## config.mk

```make
export PLATFORM = sky130hd
export DESIGN_NAME = line_follow_obstacle_avoid_ctrl_core
export DESIGN_NICKNAME = d
export VERILOG_FILES = /design/src/lfoa_pkg.sv /design/src/lfoa_useq.sv /design/src/lfoa_dpath.sv /design/src/line_follow_obstacle_avoid_ctrl_core.sv
export SDC_FILE = /design/constraint.sdc
export NUM_CORES = 1
export LEC_CHECK = 0
export BUFFER_PORTS_ARGS = -buffer_cell sky130_fd_sc_hd__buf_2
export CORE_ASPECT_RATIO = 0.7
export CORE_MARGIN = 2
export CORE_UTILIZATION = 50
export DETAILED_ROUTE_END_ITERATION = 10
export HOLD_SLACK_MARGIN = 0.03
export PLACE_DENSITY_LB_ADDON = 0.1
export SLEW_MARGIN = 25
export SYNTH_ARGS = -nofsm -noshare
export SYNTH_HDL_FRONTEND = slang
export SYNTH_SLANG_ARGS = --single-unit
```

## constraint.sdc

```tcl
create_clock -name clk -period 5.3 [get_ports clk]
set_input_delay 0.53 -clock clk [delete_from_list [all_inputs] [get_ports clk]]
set_output_delay 0.53 -clock clk [all_outputs]
set_load 0.02 [all_outputs]
```

## src/lfoa_pkg.sv

```systemverilog
package lfoa_pkg;

	localparam int SENSOR_COUNT    = 5;
	localparam int SAMPLE_BITS_DEF = 12;

	localparam int THR_W      = 12;
	localparam int BASE_W     = 10;
	localparam int GAIN_W     = 9;
	localparam int SRCH_W     = 10;
	localparam int ECHO_W     = 15;
	localparam int MS_W       = 16;
	localparam int DT_W       = 8;
	localparam int DUTY_W     = 10;
	localparam int MODE_W     = 3;
	localparam int DUR_W      = 11;
	localparam int ACC_W      = 13;
	localparam int SUM_W      = 4;
	localparam int CNT_W      = 3;
	localparam int ERR_W      = 3;
	localparam int OUT_W      = 2 * DUTY_W + 1 + MODE_W;
	localparam int CFG_IDX_W  = 3;
	localparam int CFG_DATA_W = 16;

	localparam logic [DUTY_W-1:0] DUTY_MAX = 10'd1000;
	localparam logic [MS_W-1:0]   FIND_MS  = 16'd1200;

	// register reset values
	localparam logic [THR_W-1:0]  THR_RST   = 12'd2662;
	localparam logic [BASE_W-1:0] BASE_RST  = 10'd150;
	localparam logic [GAIN_W-1:0] GAIN_RST  = 9'd75;
	localparam logic [SRCH_W-1:0] SRCH_RST  = 10'd100;
	localparam logic [ECHO_W-1:0] ECHO_RST  = 15'd1050;
	localparam logic [MS_W-1:0]   SMP_RST   = 16'd80;
	localparam logic [MS_W-1:0]   REARM_RST = 16'd2500;

	// register indexes
	localparam logic [CFG_IDX_W-1:0] CFG_WHITE_THRESHOLD     = 3'd0;
	localparam logic [CFG_IDX_W-1:0] CFG_BASE_SPEED          = 3'd1;
	localparam logic [CFG_IDX_W-1:0] CFG_TURN_GAIN           = 3'd2;
	localparam logic [CFG_IDX_W-1:0] CFG_SEARCH_SPEED        = 3'd3;
	localparam logic [CFG_IDX_W-1:0] CFG_OBSTACLE_ECHO_LIMIT = 3'd4;
	localparam logic [CFG_IDX_W-1:0] CFG_SAMPLE_INTERVAL_MS  = 3'd5;
	localparam logic [CFG_IDX_W-1:0] CFG_REARM_DELAY_MS      = 3'd6;

	typedef enum logic [MODE_W-1:0] {
		MODE_FOLLOW     = 3'd0,
		MODE_STOP       = 3'd1,
		MODE_REVERSE    = 3'd2,
		MODE_TURN_RIGHT = 3'd3,
		MODE_PASS       = 3'd4,
		MODE_TURN_LEFT  = 3'd5,
		MODE_FIND       = 3'd6
	} mode_t;

	typedef struct packed {
		logic [THR_W-1:0]  thr;
		logic [BASE_W-1:0] base;
		logic [GAIN_W-1:0] gain;
		logic [SRCH_W-1:0] srch;
		logic [ECHO_W-1:0] echo_lim;
		logic [MS_W-1:0]   smp_ivl;
		logic [MS_W-1:0]   rearm;
	} cfg_t;

	// micro-operations of the datapath
	typedef enum logic [2:0] {
		UOP_TICK,
		UOP_DUTY,
		UOP_SAMPLE,
		UOP_FIND,
		UOP_FIXED,
		UOP_REPAIR,
		UOP_EMIT
	} uop_t;

	typedef enum logic [1:0] {
		JMP_NEXT,
		JMP_GOTO,
		JMP_MODE,
		JMP_END
	} jmp_t;

	localparam int UPC_W = 3;
	typedef logic [UPC_W-1:0] upc_t;

	localparam upc_t UA_TICK     = 3'd0;
	localparam upc_t UA_F_DUTY   = 3'd1;
	localparam upc_t UA_F_SAMPLE = 3'd2;
	localparam upc_t UA_S_DUTY   = 3'd3;
	localparam upc_t UA_S_FIND   = 3'd4;
	localparam upc_t UA_FIXED    = 3'd5;
	localparam upc_t UA_REPAIR   = 3'd6;
	localparam upc_t UA_EMIT     = 3'd7;

	typedef struct packed {
		uop_t uop;
		jmp_t jmp;
		upc_t target;
	} uword_t;

	typedef struct packed {
		logic act;
		uop_t uop;
	} ctl_t;

	typedef struct packed {
		mode_t mode;
		logic  stall;
	} stat_t;

	typedef struct packed {
		logic [DUTY_W-1:0] l;
		logic [DUTY_W-1:0] r;
		logic [DUR_W-1:0]  dur;
		mode_t             next;
	} fixed_t;

	function automatic uword_t ucode_rom(upc_t a);
		uword_t w;
		unique case (a)
			UA_TICK:     w = '{uop: UOP_TICK,   jmp: JMP_MODE, target: UA_TICK};
			UA_F_DUTY:   w = '{uop: UOP_DUTY,   jmp: JMP_NEXT, target: UA_TICK};
			UA_F_SAMPLE: w = '{uop: UOP_SAMPLE, jmp: JMP_GOTO, target: UA_EMIT};
			UA_S_DUTY:   w = '{uop: UOP_DUTY,   jmp: JMP_NEXT, target: UA_TICK};
			UA_S_FIND:   w = '{uop: UOP_FIND,   jmp: JMP_GOTO, target: UA_EMIT};
			UA_FIXED:    w = '{uop: UOP_FIXED,  jmp: JMP_GOTO, target: UA_EMIT};
			UA_REPAIR:   w = '{uop: UOP_REPAIR, jmp: JMP_GOTO, target: UA_EMIT};
			UA_EMIT:     w = '{uop: UOP_EMIT,   jmp: JMP_END,  target: UA_TICK};
			default:     w = '{uop: UOP_EMIT,   jmp: JMP_END,  target: UA_TICK};
		endcase
		return w;
	endfunction

	function automatic upc_t dispatch(mode_t m);
		upc_t a;
		unique case (m) inside
			MODE_FOLLOW: a = UA_F_DUTY;
			MODE_FIND:   a = UA_S_DUTY;
			MODE_STOP, MODE_REVERSE, MODE_TURN_RIGHT, MODE_PASS, MODE_TURN_LEFT:
				a = UA_FIXED;
			default:     a = UA_REPAIR;
		endcase
		return a;
	endfunction

	function automatic fixed_t fixed_step(mode_t m);
		fixed_t f;
		unique case (m)
			MODE_STOP:       f = '{l: 10'd0,   r: 10'd0,   dur: 11'd200, next: MODE_REVERSE};
			MODE_REVERSE:    f = '{l: 10'd100, r: 10'd100, dur: 11'd150, next: MODE_TURN_RIGHT};
			MODE_TURN_RIGHT: f = '{l: 10'd170, r: 10'd30,  dur: 11'd380, next: MODE_PASS};
			MODE_PASS:       f = '{l: 10'd140, r: 10'd140, dur: 11'd750, next: MODE_TURN_LEFT};
			MODE_TURN_LEFT:  f = '{l: 10'd30,  r: 10'd170, dur: 11'd380, next: MODE_FIND};
			default:         f = '{l: 10'd0,   r: 10'd0,   dur: 11'd0,   next: MODE_FOLLOW};
		endcase
		return f;
	endfunction

	// Truncating divide of a hit-position sum (|sum| <= 3) by the hit count (0..5; zero hits give zero).
	function automatic logic signed [ERR_W-1:0] pos_error(logic signed [SUM_W-1:0] sum,
			logic [CNT_W-1:0] cnt);
		logic [1:0] mag;
		logic [1:0] q;
		mag = sum[SUM_W-1] ? 2'(-sum) : sum[1:0];
		if (cnt == '0)
			q = 2'd0;
		else if (cnt == 3'd1)
			q = mag;
		else
			q = {1'b0, ({1'b0, mag} >= cnt)};
		return sum[SUM_W-1] ? -$signed({1'b0, q}) : $signed({1'b0, q});
	endfunction

	function automatic logic [DUTY_W-1:0] duty_clamp(logic signed [ACC_W-1:0] v);
		logic [DUTY_W-1:0] d;
		if (v < 0)
			d = '0;
		else if (v > $signed({{(ACC_W-DUTY_W){1'b0}}, DUTY_MAX}))
			d = DUTY_MAX;
		else
			d = v[DUTY_W-1:0];
		return d;
	endfunction

	function automatic logic [MS_W-1:0] sat_add(logic [MS_W-1:0] t, logic [DT_W-1:0] d);
		logic [MS_W:0] s;
		s = {1'b0, t} + (MS_W+1)'(d);
		return s[MS_W] ? '1 : s[MS_W-1:0];
	endfunction

endpackage

```

## src/lfoa_useq.sv

```systemverilog
module lfoa_useq (
	input  logic           clk,
	input  logic           arst_n,
	input  logic           start,
	input  lfoa_pkg::stat_t stat,
	output lfoa_pkg::ctl_t  ctl,
	output logic           busy
);
	import lfoa_pkg::*;

	upc_t   upc_q;
	logic   busy_q;
	uword_t word;

	assign word = ucode_rom(upc_q);
	assign ctl  = '{act: busy_q, uop: word.uop};
	assign busy = busy_q;

	always_ff @(posedge clk or negedge arst_n) begin
		if (!arst_n) begin
			busy_q <= 1'b0;
			upc_q  <= UA_TICK;
		end else if (!busy_q) begin
			if (start) begin
				busy_q <= 1'b1;
				upc_q  <= UA_TICK;
			end
		end else if (!(word.uop == UOP_EMIT && stat.stall)) begin
			unique case (word.jmp)
				JMP_NEXT: upc_q  <= upc_q + 1'b1;
				JMP_GOTO: upc_q  <= word.target;
				JMP_MODE: upc_q  <= dispatch(stat.mode);
				JMP_END:  busy_q <= 1'b0;
				default:  busy_q <= 1'b0;
			endcase
		end
	end

endmodule

```

## src/lfoa_dpath.sv

```systemverilog
module lfoa_dpath #(
	parameter int SAMPLE_BITS = lfoa_pkg::SAMPLE_BITS_DEF
) (
	input  logic                  clk,
	input  logic                  arst_n,
	input  lfoa_pkg::cfg_t        cfg,
	input  logic                  load,
	input  logic [lfoa_pkg::SENSOR_COUNT*SAMPLE_BITS+lfoa_pkg::DT_W+lfoa_pkg::ECHO_W-1:0]
	                              in_data,
	input  logic                  echo_valid,
	input  lfoa_pkg::ctl_t        ctl,
	output lfoa_pkg::stat_t       stat,
	output logic                  out_valid,
	input  logic                  out_ready,
	output logic [lfoa_pkg::OUT_W-1:0] out_data
);
	import lfoa_pkg::*;

	localparam int CMP_W    = (SAMPLE_BITS > THR_W) ? SAMPLE_BITS : THR_W;
	localparam int DT_OFF   = SENSOR_COUNT * SAMPLE_BITS;
	localparam int ECHO_OFF = DT_OFF + DT_W;

	// payload captured per item
	logic [SENSOR_COUNT-1:0]  hits_q;
	logic [DT_W-1:0]          dt_q;
	logic                     echo_hit_q;
	logic signed [ERR_W-1:0]  err_q;
	logic                     nohit_q;
	logic                     sign_q;
	logic [OUT_W-1:0]         out_data_q;

	// controller state
	logic [MS_W-1:0]   step_q;
	logic [MS_W-1:0]   smp_q;
	logic [MS_W-1:0]   rearm_q;
	mode_t             mode_q;
	logic              last_q;
	logic              fwd_q;
	logic [DUTY_W-1:0] lduty_q;
	logic [DUTY_W-1:0] rduty_q;
	logic              out_valid_q;

	logic [SENSOR_COUNT-1:0] hit_d;
	logic [ECHO_W-1:0]       echo_d;
	logic                    echo_hit_d;
	logic signed [SUM_W-1:0] sum_c;
	logic [CNT_W-1:0]        cnt_c;
	logic signed [ACC_W-1:0] prod_c;
	logic signed [ACC_W-1:0] lsum_c;
	logic signed [ACC_W-1:0] rsum_c;
	logic [DUTY_W-1:0]       srch_c;
	fixed_t                  fx;
	logic                    step_done;
	logic                    stall;

	always_comb begin
		for (int i = 0; i < SENSOR_COUNT; i++) begin
			hit_d[i] = CMP_W'(in_data[i*SAMPLE_BITS +: SAMPLE_BITS]) >= CMP_W'(cfg.thr);
		end
	end

	assign echo_d     = in_data[ECHO_OFF +: ECHO_W];
	assign echo_hit_d = echo_valid && (echo_d != '0) && (echo_d < cfg.echo_lim);

	// positions +2, +1, 0, -1, -2 from right to left
	assign sum_c = $signed({2'b00, hits_q[0], 1'b0}) + $signed({3'b000, hits_q[1]})
		- $signed({3'b000, hits_q[3]}) - $signed({2'b00, hits_q[4], 1'b0});

	always_comb begin
		cnt_c = '0;
		for (int i = 0; i < SENSOR_COUNT; i++) begin
			cnt_c = cnt_c + CNT_W'(hits_q[i]);
		end
	end

	assign prod_c = $signed({{(ACC_W-GAIN_W){1'b0}}, cfg.gain})
		* $signed({{(ACC_W-ERR_W){err_q[ERR_W-1]}}, err_q});
	assign lsum_c = $signed({{(ACC_W-BASE_W){1'b0}}, cfg.base}) + prod_c;
	assign rsum_c = $signed({{(ACC_W-BASE_W){1'b0}}, cfg.base}) - prod_c;
	assign srch_c = duty_clamp($signed({{(ACC_W-SRCH_W){1'b0}}, cfg.srch}));

	assign fx        = fixed_step(mode_q);
	assign step_done = step_q >= MS_W'(fx.dur);
	assign stall     = out_valid_q && !out_ready;

	assign stat      = '{mode: mode_q, stall: stall};
	assign out_valid = out_valid_q;
	assign out_data  = out_data_q;

	always_ff @(posedge clk) begin
		if (load) begin
			hits_q     <= hit_d;
			dt_q       <= in_data[DT_OFF +: DT_W];
			echo_hit_q <= echo_hit_d;
		end
		if (ctl.act && ctl.uop == UOP_TICK) begin
			err_q   <= pos_error(sum_c, cnt_c);
			nohit_q <= (cnt_c == '0);
			sign_q  <= !sum_c[SUM_W-1];
		end
		if (ctl.act && ctl.uop == UOP_EMIT && !stall)
			out_data_q <= {mode_q, fwd_q, rduty_q, lduty_q};
	end

	always_ff @(posedge clk or negedge arst_n) begin
		if (!arst_n) begin
			step_q      <= '0;
			smp_q       <= '0;
			rearm_q     <= '0;
			mode_q      <= MODE_FOLLOW;
			last_q      <= 1'b1;
			fwd_q       <= 1'b1;
			lduty_q     <= '0;
			rduty_q     <= '0;
			out_valid_q <= 1'b0;
		end else begin
			// load a new result, else drop the flag once the result is taken
			if (ctl.act && ctl.uop == UOP_EMIT && !stall)
				out_valid_q <= 1'b1;
			else if (out_valid_q && out_ready)
				out_valid_q <= 1'b0;
			if (ctl.act) begin
				unique case (ctl.uop)
					UOP_TICK: begin
						step_q  <= sat_add(step_q, dt_q);
						smp_q   <= sat_add(smp_q, dt_q);
						rearm_q <= sat_add(rearm_q, dt_q);
					end
					UOP_DUTY: begin
						if (nohit_q) begin
							lduty_q <= last_q ? srch_c : '0;
							rduty_q <= last_q ? '0 : srch_c;
						end else begin
							lduty_q <= duty_clamp(lsum_c);
							rduty_q <= duty_clamp(rsum_c);
							last_q  <= sign_q;
						end
					end
					UOP_SAMPLE: begin
						if (smp_q >= cfg.smp_ivl) begin
							smp_q <= '0;
							if (rearm_q >= cfg.rearm && echo_hit_q) begin
								mode_q  <= MODE_STOP;
								step_q  <= '0;
								rearm_q <= '0;
							end
						end
					end
					UOP_FIND: begin
						if (step_q >= FIND_MS)
							mode_q <= MODE_FOLLOW;
					end
					UOP_FIXED: begin
						lduty_q <= fx.l;
						rduty_q <= fx.r;
						if (mode_q == MODE_REVERSE)
							fwd_q <= step_done;
						if (step_done) begin
							mode_q <= fx.next;
							step_q <= '0;
						end
					end
					UOP_REPAIR: mode_q <= MODE_FOLLOW;
					UOP_EMIT: ;
					default: ;
				endcase
			end
		end
	end

endmodule

```

## src/line_follow_obstacle_avoid_ctrl_core.sv

```systemverilog
// Each accepted item runs a microprogram: tick, duty, sample check, emit in follow mode;
// tick, duty, find-line check, emit in find-line mode; tick, fixed step, emit in the
// avoidance steps. One microprogram step per cycle, but emit waits while the output stalls.
// A new item is accepted only once the microprogram of the previous item has ended.
// A finished result waits in the output register while the next item is taken.
// Reset: arst_n resets timers, mode, duties, steering memory and output flag, and restores register defaults at once.
module line_follow_obstacle_avoid_ctrl_core #(
	parameter int SAMPLE_BITS = lfoa_pkg::SAMPLE_BITS_DEF
) (
	input  logic clk,
	input  logic arst_n,

	input  logic s_axis_tvalid,
	output logic s_axis_tready,
	// sensor_right, sensor_inner_right, sensor_center, sensor_inner_left, sensor_left,
	// elapsed_ms, echo_us, zero pad
	input  logic [((lfoa_pkg::SENSOR_COUNT*SAMPLE_BITS+lfoa_pkg::DT_W+lfoa_pkg::ECHO_W+7)/8)*8-1:0]
	             s_axis_tdata,
	input  logic s_axis_tuser,   // echo_valid

	output logic m_axis_tvalid,
	input  logic m_axis_tready,
	output logic [lfoa_pkg::OUT_W-1:0] m_axis_tdata,   // left_duty, right_duty, drive_forward, mode

	input  logic                            cfg_valid,
	output logic                            cfg_ready,
	input  logic [lfoa_pkg::CFG_IDX_W-1:0]  cfg_index,
	input  logic [lfoa_pkg::CFG_DATA_W-1:0] cfg_data
);
	import lfoa_pkg::*;

	localparam int PACK_W = SENSOR_COUNT * SAMPLE_BITS + DT_W + ECHO_W;

	cfg_t  cfg_q;
	ctl_t  ctl;
	stat_t stat;
	logic  busy;
	logic  start;

	// One item in flight; config writes land any cycle, the caller keeps them to idle time.
	assign s_axis_tready = !busy;
	assign start         = s_axis_tvalid && !busy;
	assign cfg_ready     = 1'b1;

	// Register file: one transaction writes one register, unknown indexes drop.
	always_ff @(posedge clk or negedge arst_n) begin
		if (!arst_n) begin
			cfg_q.thr      <= THR_RST;
			cfg_q.base     <= BASE_RST;
			cfg_q.gain     <= GAIN_RST;
			cfg_q.srch     <= SRCH_RST;
			cfg_q.echo_lim <= ECHO_RST;
			cfg_q.smp_ivl  <= SMP_RST;
			cfg_q.rearm    <= REARM_RST;
		end else if (cfg_valid && cfg_ready) begin
			unique case (cfg_index)
				CFG_WHITE_THRESHOLD:     cfg_q.thr      <= cfg_data[THR_W-1:0];
				CFG_BASE_SPEED:          cfg_q.base     <= cfg_data[BASE_W-1:0];
				CFG_TURN_GAIN:           cfg_q.gain     <= cfg_data[GAIN_W-1:0];
				CFG_SEARCH_SPEED:        cfg_q.srch     <= cfg_data[SRCH_W-1:0];
				CFG_OBSTACLE_ECHO_LIMIT: cfg_q.echo_lim <= cfg_data[ECHO_W-1:0];
				CFG_SAMPLE_INTERVAL_MS:  cfg_q.smp_ivl  <= cfg_data[MS_W-1:0];
				CFG_REARM_DELAY_MS:      cfg_q.rearm    <= cfg_data[MS_W-1:0];
				default: ;
			endcase
		end
	end

	// Sequencer: step counter over the control-word table, dispatch on the current mode.
	lfoa_useq u_useq (
		.clk    (clk),
		.arst_n (arst_n),
		.start  (start),
		.stat   (stat),
		.ctl    (ctl),
		.busy   (busy)
	);

	// Datapath: thresholds, error, duties, timers, mode, output register.
	lfoa_dpath #(
		.SAMPLE_BITS (SAMPLE_BITS)
	) u_dpath (
		.clk        (clk),
		.arst_n     (arst_n),
		.cfg        (cfg_q),
		.load       (start),
		.in_data    (s_axis_tdata[PACK_W-1:0]),
		.echo_valid (s_axis_tuser),
		.ctl        (ctl),
		.stat       (stat),
		.out_valid  (m_axis_tvalid),
		.out_ready  (m_axis_tready),
		.out_data   (m_axis_tdata)
	);

endmodule

```

==> summary.txt <==
Status -> complete, no violations
Vias -> 11900
Synth area leader -> dfrtp_1
Async SR Flop Fraction -> 0.794
Largest fanout on the critical path -> 6
Die ar. -> 31200 um^2
CP cell instances -> clkinv_1 > buf_4 > nor2_1 > fa_1 > ha_1 > ha_1 > a21oi_1 > o22ai_1 > nor2_1 > xnor2_1 > inv_1 > ha_1 > or3_2 > o21ai_1 > xor2_1 > o31a_2 > a41o_2 > o41ai_1
Row cnt -> 52
Reg2Reg Depth -> 18
Max incr delay on CP -> 0.47 ns
Power per Cell Area -> 675 nW/um^2
Gpl congestion -> 0.876
EDFF count, synth -> 43
WP depth -> 18
Routed WL -> 37.1 mm
Core area -> 29100 um^2
Vert. Die Dim -> 148 um
Critical Path End Type -> flop
Syn Nets -> 1856
Clock Latency Late Sink -> 0.53 ns
Top-count cell post-synth -> ha_1
Worst vdd ir -> 0.359 mV
Yosys top cell area share -> 0.229
Startpoint types -> flop
Buf/Inv on CP -> 3
Hold Path Depth -> 1
Leak Pwr -> 7.94 nW
Post-Syn Area per Cell -> 9.70 um^2
DP Wirelength -> 28.1 mm
Max-cap violations -> 0
Port bufs -> 133
Final Skew -> 0.0142 ns
Synth area leaders -> dfrtp_1 23%, ha_1 16%, edfxtp_1 8.7%
Htree depth -> 1
Post-layout util -> 0.575
CTS Buf Count -> 22
Share of cells above drive strength 1 -> 0.188
Post-synth top cells -> 191 x ha_1, 136 x dfrtp_1, 132 x inv_1
Slew Limit Fails -> 0
Longest Clk Path Bufs -> 3
Via density -> 5.76
Setup TNS -> 0 ns
Most used DFF post-synth -> dfrtp_1
First-pass GRT wire length -> 60.8 mm
Final worst setup slack -> 0.287 ns
Post-route minimum period -> 5.01 ns
Setup violations, final -> 0
Root Driver -> clkbuf_16
Worst slew pin tran -> 1.03 ns
Detailed-route DRC error count -> 0
Synth warn -> 0
Critical path's slowest cell -> or3_2
WS Path Type -> reg2reg
Number of distinct library cells after synthesis -> 81
Final Hold Fails -> 0
Antenna Violating Nets Remaining -> 0
Synthesized area -> 14900 um^2
Die W -> 210 um
DR iter-0 viols -> 840
Area grow syn2layout -> 12.4%
Reg2reg setup slack -> 0.29 ns
Register area share after synthesis -> 0.368
Initial antenna violation count -> 1
Total power draw -> 0.0113 W
Critical Path RT -> 5.71 ns
Tcrit/Tclk final -> 0.946
TritonCTS clock tree -> yes
Total gr overflow -> 0
I/O pin count -> 140
CP most frequent cell -> ha_1
Vias in the first global route -> 11400
Synthesized flop and latch total -> 209
GRT Overall Usage -> 0.244
DP Worst Slack -> 0.228 ns
First-pass detailed-route iteration total -> 5
Largest net degree at the start of global routing -> 65
Routed WL per cell -> 18.0 um
Nets@finish -> 1987
Crit-path leading delay family -> compound AO/OA/AOI/OAI gates
Hold Crit Class -> in2reg
Syn Inst Count -> 1535
Initial core utilization -> 0.512
CTS sink count -> 209
Hold_ws -> 0.172 ns
CP arrival -> 5.42 ns
Clock slew seen by the registers of the worst setup and hold paths -> 0.06 ns
Achievable frequency -> 199 MHz
Slew Limit Headroom -> 0.298
## metrics by stage
step,instances,instance area (um^2)
final,2061,16700
after global placement,2015,15900
after detailed placement,2015,15900
after CTS,2056,16700
after floorplan,1535,14900
after global routing,2060,16700
## final timing paths
kind / start / to
worst max register to register: u_dpath.err_q[2]$_SDFFCE_PP0P_ / u_dpath.rduty_q[0]$_DFFE_PN0P_
max in group asynchronous: arst_n / u_dpath.lduty_q[9]$_DFFE_PN0P_
min in group asynchronous: arst_n / cfg_q[80]$_DFFE_PN0P_
worst max-delay path: u_dpath.err_q[2]$_SDFFCE_PP0P_ / u_dpath.rduty_q[0]$_DFFE_PN0P_
worst min register to register: u_dpath.lduty_q[5]$_DFFE_PN0P_ / u_dpath.out_data[5]$_DFFE_PP_
worst min-delay path: s_axis_tdata[63] / u_dpath.dt_q[3]$_DFFE_PP_
## area by class of cell
type	count	area, um^2
antenna	1	2.50
clock inverter	14	145
sequential	209	5480
fill	2583	12300
timing repair buffer	149	795
clock buffer	26	576
tap	378	473
inverter	134	503
multi-input combinational	1150	8760
## worst register-to-register path: cells and delay by family, from the launching register on
family	cells	cell delay (ns)
adder cells (fa/ha/maj)	4	1.29
flip-flops	1	0.41
XOR/XNOR	2	0.34
AND/OR/NAND/NOR	3	0.72
AO/OA/AOI/OAI	6	1.63
buffers and inverters	3	0.49
## state kept, by name, indices dropped and copies added, names as in the netlist, 3 cells and up
register and count:
u_dpath.out_data 24, u_useq.upc_q 3, u_dpath.mode_q 3, u_dpath.rduty_q 10
u_dpath.err_q 3, u_dpath.rearm_q 16, u_dpath.dt_q 8, u_dpath.step_q 16
cfg_q 88, u_dpath.smp_q 16, u_dpath.lduty_q 10, u_dpath.hits_q 5
## kinds of logic after synthesis
kind of cell / after synthesis / share of synthesized area
AOI/OAI and AO/OA: 449 / 0.197
adders and majority gates: 208 / 0.183
and+or+nand+nor: 379 / 0.124
xor gates and xnor gates: 41 / 0.0241
muxes: 72 / 0.0543
DFF: 209 / 0.368
other: 1 / 0.000252
buffers and inverters: 176 / 0.0481
## power breakdown
group	internal [W]	switching, W	total, W
Clock	0.000887	0.000682	0.00157
Combinational	0.00287	0.00423	0.00710
Sequential	0.00220	0.000428	0.00263
## routing by layer
metal  vias to the layer above  wire length [um]  GRT usage
met5                         -                 0          0
met4                         0               675     0.0457
met3                        54              1960     0.0391
li1                       5823                 -          -
met2                       326             15300      0.359
met1                      5660             19100      0.379
## repair_timing
action                                 in CTS  in global routing
setup buffers                               0                  3
gates resized for setup                     0                 11
endpoints found under the hold margin       4                  0
hold buffers                                1                  0
setup endpoints to repair                   0                 14
## layout by cell type, fill, tap and decap left out, types with 19 or more instances in the layout
cell type | Yosys | final
a21o_1 | 71 | 71
a21oi_1 | 94 | 94
buf_2 | 1 | 132
clkbuf_16 | 0 | 22
dfrtp_1 | 136 | 136
dfstp_2 | 30 | 30
edfxtp_1 | 43 | 43
ha_1 | 191 | 190
inv_1 | 132 | 132
mux2_2 | 70 | 70
nand2_1 | 124 | 124
nand2b_1 | 24 | 24
nand3_1 | 28 | 28
nor2_1 | 72 | 72
nor2b_1 | 21 | 19
nor3_1 | 28 | 26
o211ai_1 | 21 | 21
o21a_1 | 20 | 20
o21ai_0 | 105 | 101
xnor2_1 | 26 | 25
Power figures use the tool's default switching activity.
